**src/rtl/core/newton_divided_difference_coefs_unit_macros.svh**
```systemverilog
// assertion macros for the divided-difference coefficient unit
// no dependencies
`ifndef NEWTON_DIVIDED_DIFFERENCE_COEFS_UNIT_MACROS_SVH
`define NEWTON_DIVIDED_DIFFERENCE_COEFS_UNIT_MACROS_SVH
`ifndef ASSERT_OFF
`define NDD_ASSERT_IMPL(label, clk, rst_n, prop) \
    label: assert property (@(posedge clk) disable iff (!rst_n) prop) else $error("assertion failed");
`define NDD_ASSERT(label, prop) \
    `NDD_ASSERT_IMPL(label, i_clk, i_rst_n, prop)
`else
`define NDD_ASSERT_IMPL(label, clk, rst_n, prop)
`define NDD_ASSERT(label, prop)
`endif
`endif

```
**src/rtl/core/ndd_pkg.sv**
```systemverilog
// shared types and constants for the divided-difference coefficient unit
// no dependencies
`default_nettype none
package ndd_pkg;
    localparam int NODE_W = 17;
    localparam int Q_W = 32;
    localparam int NREC = 6;
    localparam int CFG_IDX_W = 2;
    localparam logic [CFG_IDX_W-1:0] REG_NODE_FIRST = 2'd0;
    localparam logic [CFG_IDX_W-1:0] REG_NODE_SECOND = 2'd1;
    localparam logic [CFG_IDX_W-1:0] REG_NODE_THIRD = 2'd2;
    localparam logic [NODE_W-1:0] NODE_FIRST_RST = 17'd10323;
    localparam logic [NODE_W-1:0] NODE_SECOND_RST = 17'd42113;
    localparam logic [NODE_W-1:0] NODE_THIRD_RST = 17'd65536;
    localparam logic signed [Q_W-1:0] Q_MAX = 32'sh7fffffff;
    localparam logic signed [Q_W-1:0] Q_MIN = 32'sh80000000;

    typedef logic signed [Q_W-1:0] t_q;

    typedef struct packed {
        logic busy;
        logic done;
    } t_rec_status;

    // a * f scaled by 2^-16, rounding half away from zero, with clipping
    function automatic logic [Q_W:0] mulq(input logic signed [Q_W:0] a,
                                          input logic signed [Q_W-1:0] f);
        logic signed [2*Q_W:0] p;
        logic [2*Q_W:0] m;
        logic [2*Q_W:0] r;
        logic neg;
        logic sat;
        logic signed [Q_W-1:0] v;
        p = 65'(a) * 65'(f);
        neg = p[2*Q_W];
        m = neg ? 65'(-p) : 65'(p);
        r = (m + 65'd32768) >> 16;
        sat = 1'b0;
        if (!neg && r > 65'(Q_MAX)) begin
            sat = 1'b1;
            v = Q_MAX;
        end else if (neg && r > 65'd2147483648) begin
            sat = 1'b1;
            v = Q_MIN;
        end else begin
            v = neg ? Q_W'(-r) : Q_W'(r);
        end
        return {sat, v};
    endfunction
endpackage
`default_nettype wire

```
**src/rtl/core/ndd_recip.sv**
```systemverilog
// node registers and reciprocal table, one long division per entry
// depends on ndd_pkg
`default_nettype none
`include "newton_divided_difference_coefs_unit_macros.svh"
module ndd_recip (
    input  wire logic i_clk,
    input  wire logic i_rst_n,
    input  wire logic i_cfg_write,
    input  wire logic [ndd_pkg::CFG_IDX_W-1:0] i_cfg_index,
    input  wire logic [ndd_pkg::NODE_W-1:0] i_cfg_data,
    output ndd_pkg::t_q o_recip [ndd_pkg::NREC],
    output logic o_clip,
    output ndd_pkg::t_rec_status o_status
);
    logic [ndd_pkg::NODE_W-1:0] r_node [3];
    ndd_pkg::t_q r_recip [ndd_pkg::NREC];
    logic [ndd_pkg::NREC-1:0] r_clip;
    logic r_busy;
    logic [2:0] r_ent;
    logic [5:0] r_step;
    logic [33:0] r_rem;
    logic [33:0] r_quo;
    logic [17:0] r_div;
    logic r_neg;
    logic signed [18:0] n_diff;
    logic [34:0] n_trial;
    logic [33:0] n_shift;
    logic [34:0] n_round;

    always_comb begin
        case (r_ent)
            3'd0: n_diff = 19'(r_node[0]);
            3'd1: n_diff = 19'(r_node[1]) - 19'(r_node[2]);
            3'd2: n_diff = 19'(r_node[0]) - 19'(r_node[1]);
            3'd3: n_diff = 19'sd0 - 19'(r_node[1]);
            3'd4: n_diff = 19'(r_node[0]) - 19'(r_node[2]);
            default: n_diff = 19'sd0 - 19'(r_node[2]);
        endcase
    end

    // restoring division of 2^32 + d/2 by |d|, one quotient bit a cycle
    assign n_shift = {r_rem[32:0], r_quo[33]};
    assign n_trial = {1'b0, n_shift} - {17'd0, r_div};
    assign n_round = {1'b0, r_quo[32:0], ~n_trial[34]};

    always_ff @(posedge i_clk) begin
        if (!i_rst_n) begin
            r_node[0] <= ndd_pkg::NODE_FIRST_RST;
            r_node[1] <= ndd_pkg::NODE_SECOND_RST;
            r_node[2] <= ndd_pkg::NODE_THIRD_RST;
            r_busy <= 1'b1;
            r_ent <= 3'd0;
            r_step <= 6'd0;
            r_clip <= '0;
        end else if (i_cfg_write && i_cfg_index <= ndd_pkg::REG_NODE_THIRD) begin
            r_node[i_cfg_index] <= i_cfg_data;
            r_busy <= 1'b1;
            r_ent <= 3'd0;
            r_step <= 6'd0;
        end else if (r_busy) begin
            if (r_step == 6'd0) begin
                r_div <= n_diff[18] ? 18'(-n_diff) : 18'(n_diff);
                r_neg <= n_diff[18];
                r_rem <= '0;
                r_quo <= 34'h100000000 + 34'((n_diff[18] ? 18'(-n_diff) : 18'(n_diff)) >> 1);
                r_step <= 6'd1;
            end else if (r_step <= 6'd34) begin
                r_rem <= n_trial[34] ? n_shift : n_trial[33:0];
                r_quo <= n_round[33:0];
                r_step <= r_step + 6'd1;
            end else begin
                if (r_div == 18'd0) begin
                    r_recip[r_ent] <= ndd_pkg::Q_MAX;
                    r_clip[r_ent] <= 1'b1;
                end else if (!r_neg && r_quo > 34'h7fffffff) begin
                    r_recip[r_ent] <= ndd_pkg::Q_MAX;
                    r_clip[r_ent] <= 1'b1;
                end else if (r_neg && r_quo > 34'h80000000) begin
                    r_recip[r_ent] <= ndd_pkg::Q_MIN;
                    r_clip[r_ent] <= 1'b1;
                end else begin
                    r_recip[r_ent] <= r_neg ? 32'(-r_quo) : 32'(r_quo);
                    r_clip[r_ent] <= 1'b0;
                end
                r_step <= 6'd0;
                if (r_ent == 3'(ndd_pkg::NREC - 1)) begin
                    r_busy <= 1'b0;
                end else begin
                    r_ent <= r_ent + 3'd1;
                end
            end
        end
    end

    assign o_recip = r_recip;
    assign o_clip = |r_clip;
    assign o_status.busy = r_busy;
    assign o_status.done = !r_busy;

    `NDD_ASSERT(a_ent_range, r_ent < 3'(ndd_pkg::NREC))
    `NDD_ASSERT(a_step_range, r_step <= 6'd35)
    `NDD_ASSERT(a_idle_step, !r_busy |-> r_step == 6'd0)
endmodule
`default_nettype wire

```
**config.mk**
```make
export PLATFORM = sky130hd
export DESIGN_NAME = ndd_recip
export DESIGN_NICKNAME = d
export VERILOG_FILES = /design/src/rtl/core/ndd_pkg.sv /design/src/rtl/core/ndd_recip.sv
export VERILOG_INCLUDE_DIRS = /design/src /design/src/rtl/core
export SDC_FILE = /design/constraint.sdc
export NUM_CORES = 1
export LEC_CHECK = 0
export BUFFER_PORTS_ARGS = -buffer_cell sky130_fd_sc_hd__buf_2
export CAP_MARGIN = 20
export CORE_UTILIZATION = 24
export DETAILED_ROUTE_END_ITERATION = 7
export GPL_TIMING_DRIVEN = 0
export SLEW_MARGIN = 20
export SYNTH_ARGS = -nofsm -noshare
export SYNTH_HDL_FRONTEND = slang
export SYNTH_SLANG_ARGS = --single-unit
```
**constraint.sdc**
```tcl
create_clock -name i_clk -period 5.6 [get_ports i_clk]
set_input_delay 0.56 -clock i_clk [delete_from_list [all_inputs] [get_ports i_clk]]
set_output_delay 0.56 -clock i_clk [all_outputs]
set_load 0.01 [all_outputs]
```
# Yosys cells after proc, flatten, opt, wreduce, memory -nomap -nowiden
# Memory sizes are Yosys's and may differ from the RTL's.
# Cells that the tools add are included.
# Widths: inputs -> output; s select.
[word_totals] register_bits=294 ram_bits=51 in_bits=22 out_inout_bits=195 n_memories=1
[classes] addsub=11 magnitude_cmp=8 n_eq_ne=5 muxes=32 n_bitwise=16 reduce_logical=19
[memory_table] name="r_node" words=3 width=17 rd=3 rd_clocked_by_memory_dff=0 wr=3 line="ndd_recip.sv:15" source="logic [ndd_pkg::NODE_W-1:0] r_node [3];"
[op_table] op="$mux 192" count=3
[op_table] op="$bwmux 192" count=1
[op_table] op="$and 186x186->186" count=1
[op_table] op="$not 186->186" count=1
[op_table] op="$or 186x186->186" count=1
[op_table] op="$mux 34" count=3
[op_table] op="$demux 32 s3" count=1
[op_table] op="$pmux 19 s5" count=1
[op_table] op="$mux 33" count=2
[op_table] op="$mux 32" count=2
[op_table] op="$sub 17x17->18" count=3
[op_table] op="$sub 1x17->18 const A" count=2
[op_table] op="$sub 34x18->35" count=1
[op_table] op="$add 33x33->34 const A" count=1
[op_table] op="$gt 34x31->1 const B" count=1
[op_table] op="$gt 34x32->1 const B" count=1
[op_table] op="$neg 32->32" count=1
[op_table] op="$mux 6" count=5
[op_table] op="$logic_not 18->1" count=1
[op_table] op="$mux 18" count=1
[op_table] op="$neg 18->18" count=1
[op_table] op="$mux 17" count=1
[op_table] op="$reduce_or 17->1" count=1
[op_table] op="$reduce_and 4->1" count=4
[op_table] op="27 further kinds" count=51

# Longest topological paths before layout
# Gate-level depths: netlist of run 1.
[logic_depth] ltp_word=10 depth_mapped=22 depth_no_buf=18

# Least setup slack after synthesis of run 1
# Ideal clock, no wire load.
[synth_path] path_type="register -> register" start="register r_ent[0]" end="register r_quo[32] (data pin)" setup_ps=254 arrival_time_ps=4483 t_required_ps=5346 setup_slack_ps=863 path_stages_with_launch=22 n_path_buf=5 synth_period_minus_slack_ps=4737 path_cell_list="dfxtp_1 -> clkbuf_1 -> inv_1 -> ha_1 -> buf_4 -> nand2_2 -> buf_1 -> mux2i_1 -> ha_1 -> o21a_1 -> nor2_1 -> o21ai_0 -> a41oi_1 -> mux2i_1 -> o2111ai_1 -> nor3_1 -> nor4b_2 -> nor4b_4 -> and2_1 -> buf_6 -> buf_6 -> nor2_1"
[synth_between] elab_chain_len=6
[synth_lines] item="from (decl)" line="ndd_recip.sv:19" source="logic [2:0] r_ent;"
[synth_lines] item="from (signal assigned)" line="ndd_recip.sv:89" source="r_ent <= r_ent + 3'd1;"
[synth_lines] item="$eq 3x3->1 (tied with other cells)" line="ndd_recip.sv:31" source="case (r_ent)"
[synth_lines] item="$pmux 19 s5 (*)" line="ndd_recip.sv:31"
[synth_lines] item="$neg 18->18" line="ndd_recip.sv:65" source="r_quo <= 34'h100000000 + 34'((n_diff[18] ? 18'(-n_diff) : 18'(n_diff)) >> 1);"
[synth_lines] item="$mux 34 (*)" line="ndd_recip.sv:65"
[synth_lines] item="$add 33x33->34 (*)" line="ndd_recip.sv:65"
[synth_lines] item="$mux 34 (*)" line="ndd_recip.sv:61" source="if (r_step == 6'd0) begin"
[synth_lines] item="to (signal assigned)" line="ndd_recip.sv:65"
[synth_lines] item="to (signal assigned)" line="ndd_recip.sv:69" source="r_quo <= n_round[33:0];"
[synth_lines] item="to (decl)" line="ndd_recip.sv:22" source="logic [33:0] r_quo;"
# Mark *: on every way between the ends. The rest lies on a longest branch, timed or not.
# A chain may end at the register's enable or synchronous reset.

# Worst setup path after layout of run 1
# Ends and elaborated chain as after synthesis.

==> results of run 1 <==
## power by group through the flow
stage	Combinational (W)	Clock (W)	Sequential, W
2_1_floorplan	0.000565	0	0.00300
3_3_place_gp	0.000750	0	0.00303
3_5_place_dp	0.000770	0	0.00303
4_1_cts	0.000775	0.00261	0.00297
5_1_grt	0.000867	0.00269	0.00298
6_report	0.000784	0.00256	0.00297
## registers in the layout, summed over array words and instances (netlist names), named ones only
name and cells:
o_recip 192, r_busy 1, r_div 18, r_ent 3
r_neg 1, r_node 51, r_quo 34, r_rem 33
r_step 6
## cell type report
cell class                 count  share of cell area [%]
clock inverter                23                    1.05
tap                         1050                    5.58
inverter                      69                    1.11
multi-input combinational   1193                    37.1
sequential                   345                    43.3
clock buffer                  44                    4.31
buffer                        95                    1.79
timing repair buffer         229                    5.74
## timing repair
action | in CTS | in global routing
hold buffers | 0 | 0
pin swaps | 0 | 6
endpoints found under the setup margin | 21 | 25
gates resized for setup | 7 | 14
buffers inserted | 0 | 3
## worst paths after layout
| check | startpoint | endpoint | slack (ns) |
|---|---|---|---|
| setup / recovery | r_ent[0] | r_quo[32] | 0.27 |
| hold / removal | i_cfg_data[11] | r_node[0][11] | 0.31 |
| setup reg to reg | r_ent[0] | r_quo[32] | 0.27 |
| hold reg to reg | flop | flop | 0.50 |
## cell usage in the layout (no fill, tap or decap), types with 38 or more instances in the layout
| cell | netlist | layout |
|---|---|---|
| edfxtp_1 | 329 | 329 |
| buf_2 | 6 | 222 |
| a22o_1 | 165 | 165 |
| nand2_1 | 125 | 125 |
| o21ai_0 | 99 | 97 |
| nor2_1 | 98 | 96 |
| clkbuf_1 | 76 | 77 |
| inv_1 | 68 | 67 |
| ha_1 | 63 | 63 |
| a21oi_1 | 61 | 54 |
| and2_1 | 48 | 48 |
| mux2i_1 | 41 | 41 |
| nor3_1 | 42 | 40 |
| clkbuf_16 | 0 | 39 |
| a21o_1 | 38 | 38 |
| xnor2_1 | 38 | 38 |
## layer usage
metal	up-vias	GRT usage, %	share of wire, %
met1	7417	18.6	44
met4	2	3.85	2.5
met3	74	2.10	5.0
li1	7086	-	-
met2	417	23.7	48
met5	-	0	0.022
## per-stage QoR
stage	TNS (ns)	worst slack, ns	utilization, %	instance area, um2
finish	0	0.265	29.6	23500
global route	0	0.000148	29.6	23500
CTS	0	0.0420	29.5	23500
detailed placement	-3.60	-0.324	27.9	22200
global placement	-30.66	-0.410	27.5	21800
floorplan	0	0.863	-	19400
## kinds of logic after synthesis
logic type | synth area share (%)
AOI/OAI and AO/OA | 20.2
and+or+nand+nor | 13.1
DFF | 52.5
buffers and inverters | 3.46
xor gates and xnor gates | 3.33
adders and majority gates | 4.36
muxes | 3.10
==> results.cfg, run 1 <==
[run_status]
run_status = complete, no violations

[placed_design]
place.gp.congestion = 0.818
dp_hpwl_mm = 45.4
dp_cells = 2978
numPortBuffers = 216

[global_routing]
antenna_found_initial = 1
grt_overflow = 0
grt_usage_pct = 14.0
grt_max_degree = 27
grt_pass1_wl_mm = 89.5
grt_pass1_vias = 14200

[finish]
stdcell_count = 3048
drive_gt1_share_pct = 19.5
regArea_um2 = 10200
area_delta_synth_final_pct = 21.1
fillers = 8161
multiInputGateArea_um2 = 8730
num_antenna_cells = 0
nets = 2059

[flow_run]
maxCapViolations = 0

[sta]
fin_crit_sh_pct = 95.3
fin_skew_ns = 0.0299
fmaxAchievable_ghz = 0.187
setup_viol = 0
whs_ns = 0.308
tightest_slew_ns = 1.19
relSlewSlack_pct = 20.8
fin_crit_ns = 5.33
slew_viol_final = 0
rsz0062_at_grt = no
finalHoldViolations = 0

[critical_path]
crit_required_ns = 5.88
crit_path_max_incr_delay_ns = 0.43
reg2reg_depth = 22
worstPathCellList = buf_4, inv_1, ha_1, buf_4, nand2_4, mux2_2, ha_1, inv_1, fa_1, a21o_1, a211o_1, a32oi_1, o211ai_1, nor4b_2, and3_2, nand4bb_1, nor4b_2, nor4b_4, and2_1, buf_6, buf_6, nor2_1
cp_top_family = simple AND/OR/NAND/NOR gates
critPathLaunchType = flop
cp_slowest_cell = fa_1
crit_buf_inv = 6
cp_num_cells = 22
crit_fanout = 10
critPathKind = reg -> reg
end_kind = flop
arrival_ns = 5.62

[logic_synthesis]
yosysMostFrequentCell = edfxtp_1
ys_seq_area_share_pct = 52.5
syn_area_um2 = 19400
synthTopCellsByArea = edfxtp_1, a22o_1, ha_1, o21ai_0, nand2_1
syn_nets = 1790
yosys_warnings = 0
yosys.area.top_type = edfxtp_1
synth_top_cell_area_share_pct = 50.8
synth-main-ff-cell = edfxtp_1
ys_ff_latch = 345
yosys-top-cells-count = edfxtp_1, a22o_1, nand2_1
postSynth.asyncResetShare_pct = 0
synthDistinctLibCells = 85
synth_area_per_cell_um2 = 11.4
synthCells = 1702
synth_edf_count = 329

[cts]
clkLatencyLatePin_ns = 0.55
cts_tree = built
cts_made_buffers = 38
cts-root-buf = clkbuf_16
cts_max_level = 2
cts_buffer_depth = 3
clk_pin_slew_ns = 0.06
cts.sinks = 345

[die]
die_h_um = 287
dieWidth_um = 287
core_area_um2 = 79500
placementRows = 103
pin_count = 217
dieArea_um2 = 82100
start_util_pct = 24.4

[drt]
route.detailed.drc = 0
firstDrtPassIters = 7
routed_wl_mm = 60.3
ant_nets = 0
wl_per_cell_um = 19.8
drtIter0Drc = 1308
routed_via_density = 4.92
num_vias = 15000

[power_and_ir_drop]
p_seq_share_pct = 47.1
internal_power_w = 0.00470
pwr-share-clk_pct = 40.5
powerDensity_nw_per_um2 = 269
leakage_nw = 9.07
vdd_ir_drop_max_mv = 0.186
netSwitchingPower_w = 0.00162
finalPower_w = 0.00632
switching_share_pct = 25.6
combPwrFrac_pct = 12.4

[min_path]
hp-class = in -> reg
hold_depth = 2
No activity file was read; power rests on OpenSTA's default activity.
==> run 2, diff against run 1 <==
--- a/config.mk
+++ b/config.mk
@@ -8,9 +8,10 @@
 export LEC_CHECK = 0
 export BUFFER_PORTS_ARGS = -buffer_cell sky130_fd_sc_hd__buf_2
 export CAP_MARGIN = 20
-export CORE_UTILIZATION = 24
+export CORE_UTILIZATION = 45
 export DETAILED_ROUTE_END_ITERATION = 7
 export GPL_TIMING_DRIVEN = 0
+export PLACE_DENSITY = 0.66
 export SLEW_MARGIN = 20
 export SYNTH_ARGS = -nofsm -noshare
 export SYNTH_HDL_FRONTEND = slang
==> constraint.sdc (replaced) <==
create_clock -name i_clk -period 4.4 [get_ports i_clk]
set_input_delay 0.44 -clock i_clk [delete_from_list [all_inputs] [get_ports i_clk]]
set_output_delay 0.44 -clock i_clk [all_outputs]
set_load 0.01 [all_outputs]
==> run 2 against run 1 <==
  * Cell area rose by 0.13%
  * Clock skew grew 0.0027 ns
  * Core utilization increased by 26 points
  * Largest power group unchanged
  * The flow now finishes with violations (negative setup slack)
  * Clock power grew 21%
  * Worst setup slack got worse by 0.29 ns
  * Combinational power grew 35%
  * Critical path depth shrank 1
  * Clock-buffer cell count up 8
  * Worst hold slack worse by 0.15 ns
==> results.cfg, run 2 (synthesis gave the netlist of run 1 again) <==
[sta]
setup_viol = 1
slew_viol_final = 0
tightest_slew_ns = 1.08
finalHoldViolations = 0
fin_skew_ns = 0.0326
whs_ns = 0.161
fin_crit_sh_pct = 101
fin_crit_ns = 4.43
setup_slack_ns = -0.0265
relSlewSlack_pct = 27.4
fmaxAchievable_ghz = 0.226
rsz0062_at_grt = yes

[min_path]
worstHoldStart = i_cfg_data[16]
hold_depth = 2
hp-class = in -> reg
min_to = r_node[2][16]

[power_and_ir_drop]
p_seq_share_pct = 47.7
internal_power_w = 0.00589
switching_share_pct = 25.8
leakage_nw = 9.28
vdd_ir_drop_max_mv = 0.310
pwr-share-clk_pct = 38.9
netSwitchingPower_w = 0.00205
powerDensity_nw_per_um2 = 337
finalPower_w = 0.00794
combPwrFrac_pct = 13.4

[drt]
wl_per_cell_um = 21.2
drtIter0Drc = 1597
routed_wl_mm = 55.4
routed_via_density = 5.94
num_vias = 15500
firstDrtPassIters = 5
route.detailed.drc = 0
ant_nets = 0

[critical_path]
worstPathCellList = buf_8, inv_8, ha_4, nand2_8, mux2_4, ha_4, inv_2, fa_2, a21o_1, a22oi_2, nand4b_1, a41oi_2, mux2i_1, o2111ai_2, nor3_4, nor4b_4, nor4b_4, and2_1, buf_6, buf_8, nor2_1
rrSetupSlack_ns = -0.03
rr_startpoint = r_ent[1]
crit_fanout = 7
r2r-end = r_quo[32]
critPathLaunchType = flop
arrival_ns = 4.74
end_kind = flop
critPathKind = reg -> reg
crit_path_max_incr_delay_ns = 0.36
reg2reg_depth = 21
crit_required_ns = 4.71
cp_slowest_cell = fa_2

[cts]
clk_pin_slew_ns = 0.07
cts-root-buf = clkbuf_16
clkLatencyLatePin_ns = 0.56
cts.sinks = 345
cts_buffer_depth = 3
cts_max_level = 2
cts_made_buffers = 39
cts_tree = built

[global_routing]
antenna_found_initial = 1
grt_pass1_wl_mm = 84.0
grt_pass1_vias = 14500
grt_overflow = 0
grt_usage_pct = 24.5
grt_max_degree = 25

[die]
core_area_um2 = 42300
die_h_um = 210
placementRows = 75
dieWidth_um = 210
start_util_pct = 45.9
dieArea_um2 = 44000
pin_count = 217

[finish]
area_delta_synth_final_pct = 21.2
drive_gt1_share_pct = 22.5
layout_common_cells = edfxtp_1, buf_2, a22o_1, nand2_1, nor2_1
nets = 2098
largest_register_ffs = 192
final_common_cell = edfxtp_1

[placed_design]
numPortBuffers = 216
dp_hpwl_mm = 40.0
place.gp.congestion = 0.874

[flow_run]
maxCapViolations = 0

[run_status]
run_status = finished, violations left
violations = negative setup slack
[run 2: power by group through the flow]
stage	combinational (W)	clock [W]	sequential [W]
floorplan	0.000720	0	0.00382
global placement	0.000930	0	0.00385
detailed placement	0.000971	0	0.00385
CTS	0.00102	0.00312	0.00378
global route	0.00116	0.00324	0.00380
finish	0.00106	0.00309	0.00379
[run 2: worst max-delay path by stage]
stage,start,to,cells past startpoint
after detailed placement,r_ent[2],r_quo[32],22
after floorplan,r_ent[1],r_quo[32],22
after global placement,r_step[2],r_rem[20],5
after global routing,r_ent[1],r_quo[32],21
after CTS,r_ent[0],r_quo[32],22
final,r_ent[1],r_quo[32],21
[run 2: stage by stage]
step                      worst slack [ns]  TNS, ns  cell area (um2)  util, %  cells
after global placement               -1.47  -323.86            21300     50.4   2495
after detailed placement            -0.908  -112.63            21700     51.2   2505
after global routing                -0.249    -3.90            23600     55.7   2616
after floorplan                     0.0118        0            19500        -   1702
after CTS                          -0.0538   -0.132            23400     55.2   2607
final                              -0.0265  -0.0265            23600     55.7   2617
[run 2: layout make-up]
cell class / count / area, um2
fillers: 3574 / 18800
flip-flops and latches: 345 / 10200
multi-input cells: 1193 / 9000
repair buffers: 270 / 1710
clock buffers: 52 / 1070
well taps: 577 / 722
plain buffers: 92 / 462
inverters: 69 / 282
clock inverters: 18 / 126
diodes: 1 / 2.50
[run 2: timing repair]
item,in CTS,in global routing
gates cloned,1,0
endpoints found under the setup margin,424,354
buffers inserted,32,11
hold buffers,0,0
pin swaps,22,16
gates resized for setup,60,37
[run 2: routing by layer]
metal  up-vias  GRT usage [%]  routed length [um]
li1       7162              -                   -
met4         0           7.35                1360
met2       656           38.9               25800
met5         -              0                   0
met1      7622           34.8               24100
met3        95           3.41                4210
[run 2: critical path: cells and delay by family (launching register included)]
family                   cells  cell delay (ns)
AO/OA/AOI/OAI                4             0.86
adder cells (fa/ha/maj)      3             0.64
buffers and inverters        5             0.46
flip-flops                   1             0.34
multiplexers                 2             0.48
AND/OR/NAND/NOR              7             1.40
==> run 3, diff against run 2 <==
--- a/config.mk
+++ b/config.mk
@@ -8,6 +8,7 @@
 export LEC_CHECK = 0
 export BUFFER_PORTS_ARGS = -buffer_cell sky130_fd_sc_hd__buf_2
 export CAP_MARGIN = 20
+export CORE_MARGIN = 2
 export CORE_UTILIZATION = 45
 export DETAILED_ROUTE_END_ITERATION = 7
 export GPL_TIMING_DRIVEN = 0
==> run 3 against run 2 <==
  * The run still ends with negative setup slack left
  * Largest cell class unchanged
  * Critical path type unchanged
  * Critical path depth decreased by 1
  * Sequential share of layout area shrank 0.28 points
  * Sequential power hardly changed
==> results.cfg, run 3 (synthesis gave the netlist of run 1 again) <==
[run_status]
run_status = finished, violations left
violations = negative setup slack

[sta]
whs_ns = 0.162
setup_slack_ns = -0.0468
relSlewSlack_pct = 30.9
fin_crit_sh_pct = 101
fin_crit_ns = 4.45
fmaxAchievable_ghz = 0.225
setup_viol = 8
rsz0062_at_grt = yes
tightest_slew_ns = 1.03
fin_skew_ns = 0.0321
slew_viol_final = 0
timing.setup.tns_ns = -0.0846
finalHoldViolations = 0

[critical_path]
crit_fanout = 7
end_kind = flop
reg2reg_depth = 20
arrival_ns = 4.78
rrSetupSlack_ns = -0.05
rr_startpoint = r_ent[1]
crit_required_ns = 4.73
critPathLaunchType = flop
critPathKind = reg -> reg
r2r-end = r_quo[32]

[min_path]
worstHoldStart = i_cfg_data[1]
hold_depth = 2
hp-class = in -> reg
min_to = r_node[0][1]

[finish]
fillers = 3633
num_antenna_cells = 0
nets = 2106
final_area_um2 = 23700
layout_common_cells = edfxtp_1, buf_2, a22o_1, nand2_1, nor2_1
area_delta_synth_final_pct = 22.0
regArea_um2 = 10200
drive_gt1_share_pct = 23.4
largest_register_ffs = 192
multiInputGateArea_um2 = 9040
final_common_cell = edfxtp_1

[global_routing]
grt_pass1_wl_mm = 84.8
antenna_found_initial = 0
grt_max_degree = 28
busiest_layer = met2
use_met1_pct = 34.2
grt_usage_pct = 24.2
met2_usage_pct = 38.5
grt_overflow = 0
gr-usage-met3_pct = 3.89
grt_pass1_vias = 14700

[cts]
cts-root-buf = clkbuf_16
cts_max_level = 2
cts_buffer_depth = 3
cts_tree = built
cts.sinks = 345
cts_hold_buf = 0
cts_made_buffers = 39
clk_pin_slew_ns = 0.06
clkLatencyLatePin_ns = 0.59

[die]
start_util_pct = 45.3
pin_count = 217
die_h_um = 212
core_area_um2 = 42900
placementRows = 76
dieArea_um2 = 44900
dieWidth_um = 212

[drt]
route.detailed.drc = 0
num_vias = 15600
wl_per_cell_um = 21.1
drtIter0Drc = 1419
routed_wl_mm = 55.5
routed_via_density = 5.91
firstDrtPassIters = 6
ant_nets = 0

[power_and_ir_drop]
internal_power_w = 0.00602
leakage_nw = 9.37
switching_share_pct = 26.1
combPwrFrac_pct = 13.0
p_seq_share_pct = 46.5
pwr-share-clk_pct = 40.5
netSwitchingPower_w = 0.00213
vdd_ir_drop_max_mv = 0.328
finalPower_w = 0.00815
powerDensity_nw_per_um2 = 343

[placed_design]
dp_hpwl_mm = 40.0
place_ws_ns = -0.913
dpl_cell_area_um2 = 21600
numPortBuffers = 216
place.gp.congestion = 0.877

[flow_run]
maxCapViolations = 0
run 3: cell types whose count changed in the layout (fill, tap and decap cells not counted), moves of 3 or more:
cell / before / now
clkinv_2: 5 / 8
clkbuf_1: 82 / 76
clkbuf_2: 0 / 3
buf_4: 43 / 53
buf_16: 10 / 7
bufinv_16: 1 / 4
run 3: power by group through the flow:
stage	Combinational, W	Sequential (W)	Clock (W)
2_1_floorplan	0.000720	0.00382	0
3_3_place_gp	0.000928	0.00385	0
3_5_place_dp	0.000960	0.00385	0
4_1_cts	0.00101	0.00378	0.00334
5_1_grt	0.00116	0.00380	0.00346
6_report	0.00106	0.00379	0.00330
run 3: worst max path at each step:
stage	startpoint	endpoint	depth (start not counted)
floorplan	r_ent[1]	r_quo[32]	22
global placement	r_step[2]	r_rem[20]	5
detailed placement	r_ent[2]	r_quo[32]	22
CTS	r_ent[1]	r_quo[32]	22
global route	r_ent[1]	r_quo[32]	20
finish	r_ent[1]	r_quo[32]	20
run 3: per-stage QoR:
stage | instances | util, %
2_1_floorplan | 1702 | -
3_3_place_gp | 2503 | 49.7
3_5_place_dp | 2511 | 50.4
4_1_cts | 2613 | 54.6
5_1_grt | 2632 | 55.3
6_report | 2632 | 55.3
run 3: what timing repair did:
| item | 4_1_cts | 5_1_grt |
|---|---|---|
| resized for setup | 66 | 39 |
| pin swaps | 23 | 19 |
| endpoints found under the setup margin | 402 | 369 |
| buffers inserted | 32 | 21 |
| gates cloned | 1 | 0 |
run 3: cell type report:
cell class / instances / share of cell area [%]
sequential: 345 / 43.0
multi-input combinational: 1193 / 38.1
buffer: 92 / 1.95
inverter: 69 / 1.20
tap: 585 / 3.09
timing repair buffer: 278 / 7.25
clock inverter: 24 / 1.17
clock buffer: 46 / 4.23
run 3: worst max-delay path, cell delays in order (launching register included):
cell       delay (ns)
dfxtp_2          0.37
buf_8            0.13
clkinv_8         0.05
ha_4             0.18
nand2_8          0.08
buf_4            0.11
mux2i_1          0.21
ha_1             0.32
o21ai_0          0.23
a21oi_2          0.11
o31ai_4          0.29
xor2_1           0.23
o22ai_1          0.13
a221oi_2         0.52
nand4bb_4        0.18
nor4b_4          0.30
nor4b_4          0.30
and2_1           0.19
buf_6            0.13
buf_8            0.12
nor2_2           0.03
run 3: routing by layer:
layer	wire (um)	vias up
met4	1360	0
met5	0	-
met2	25900	578
met1	24600	7708
li1	-	7175
met3	3650	92
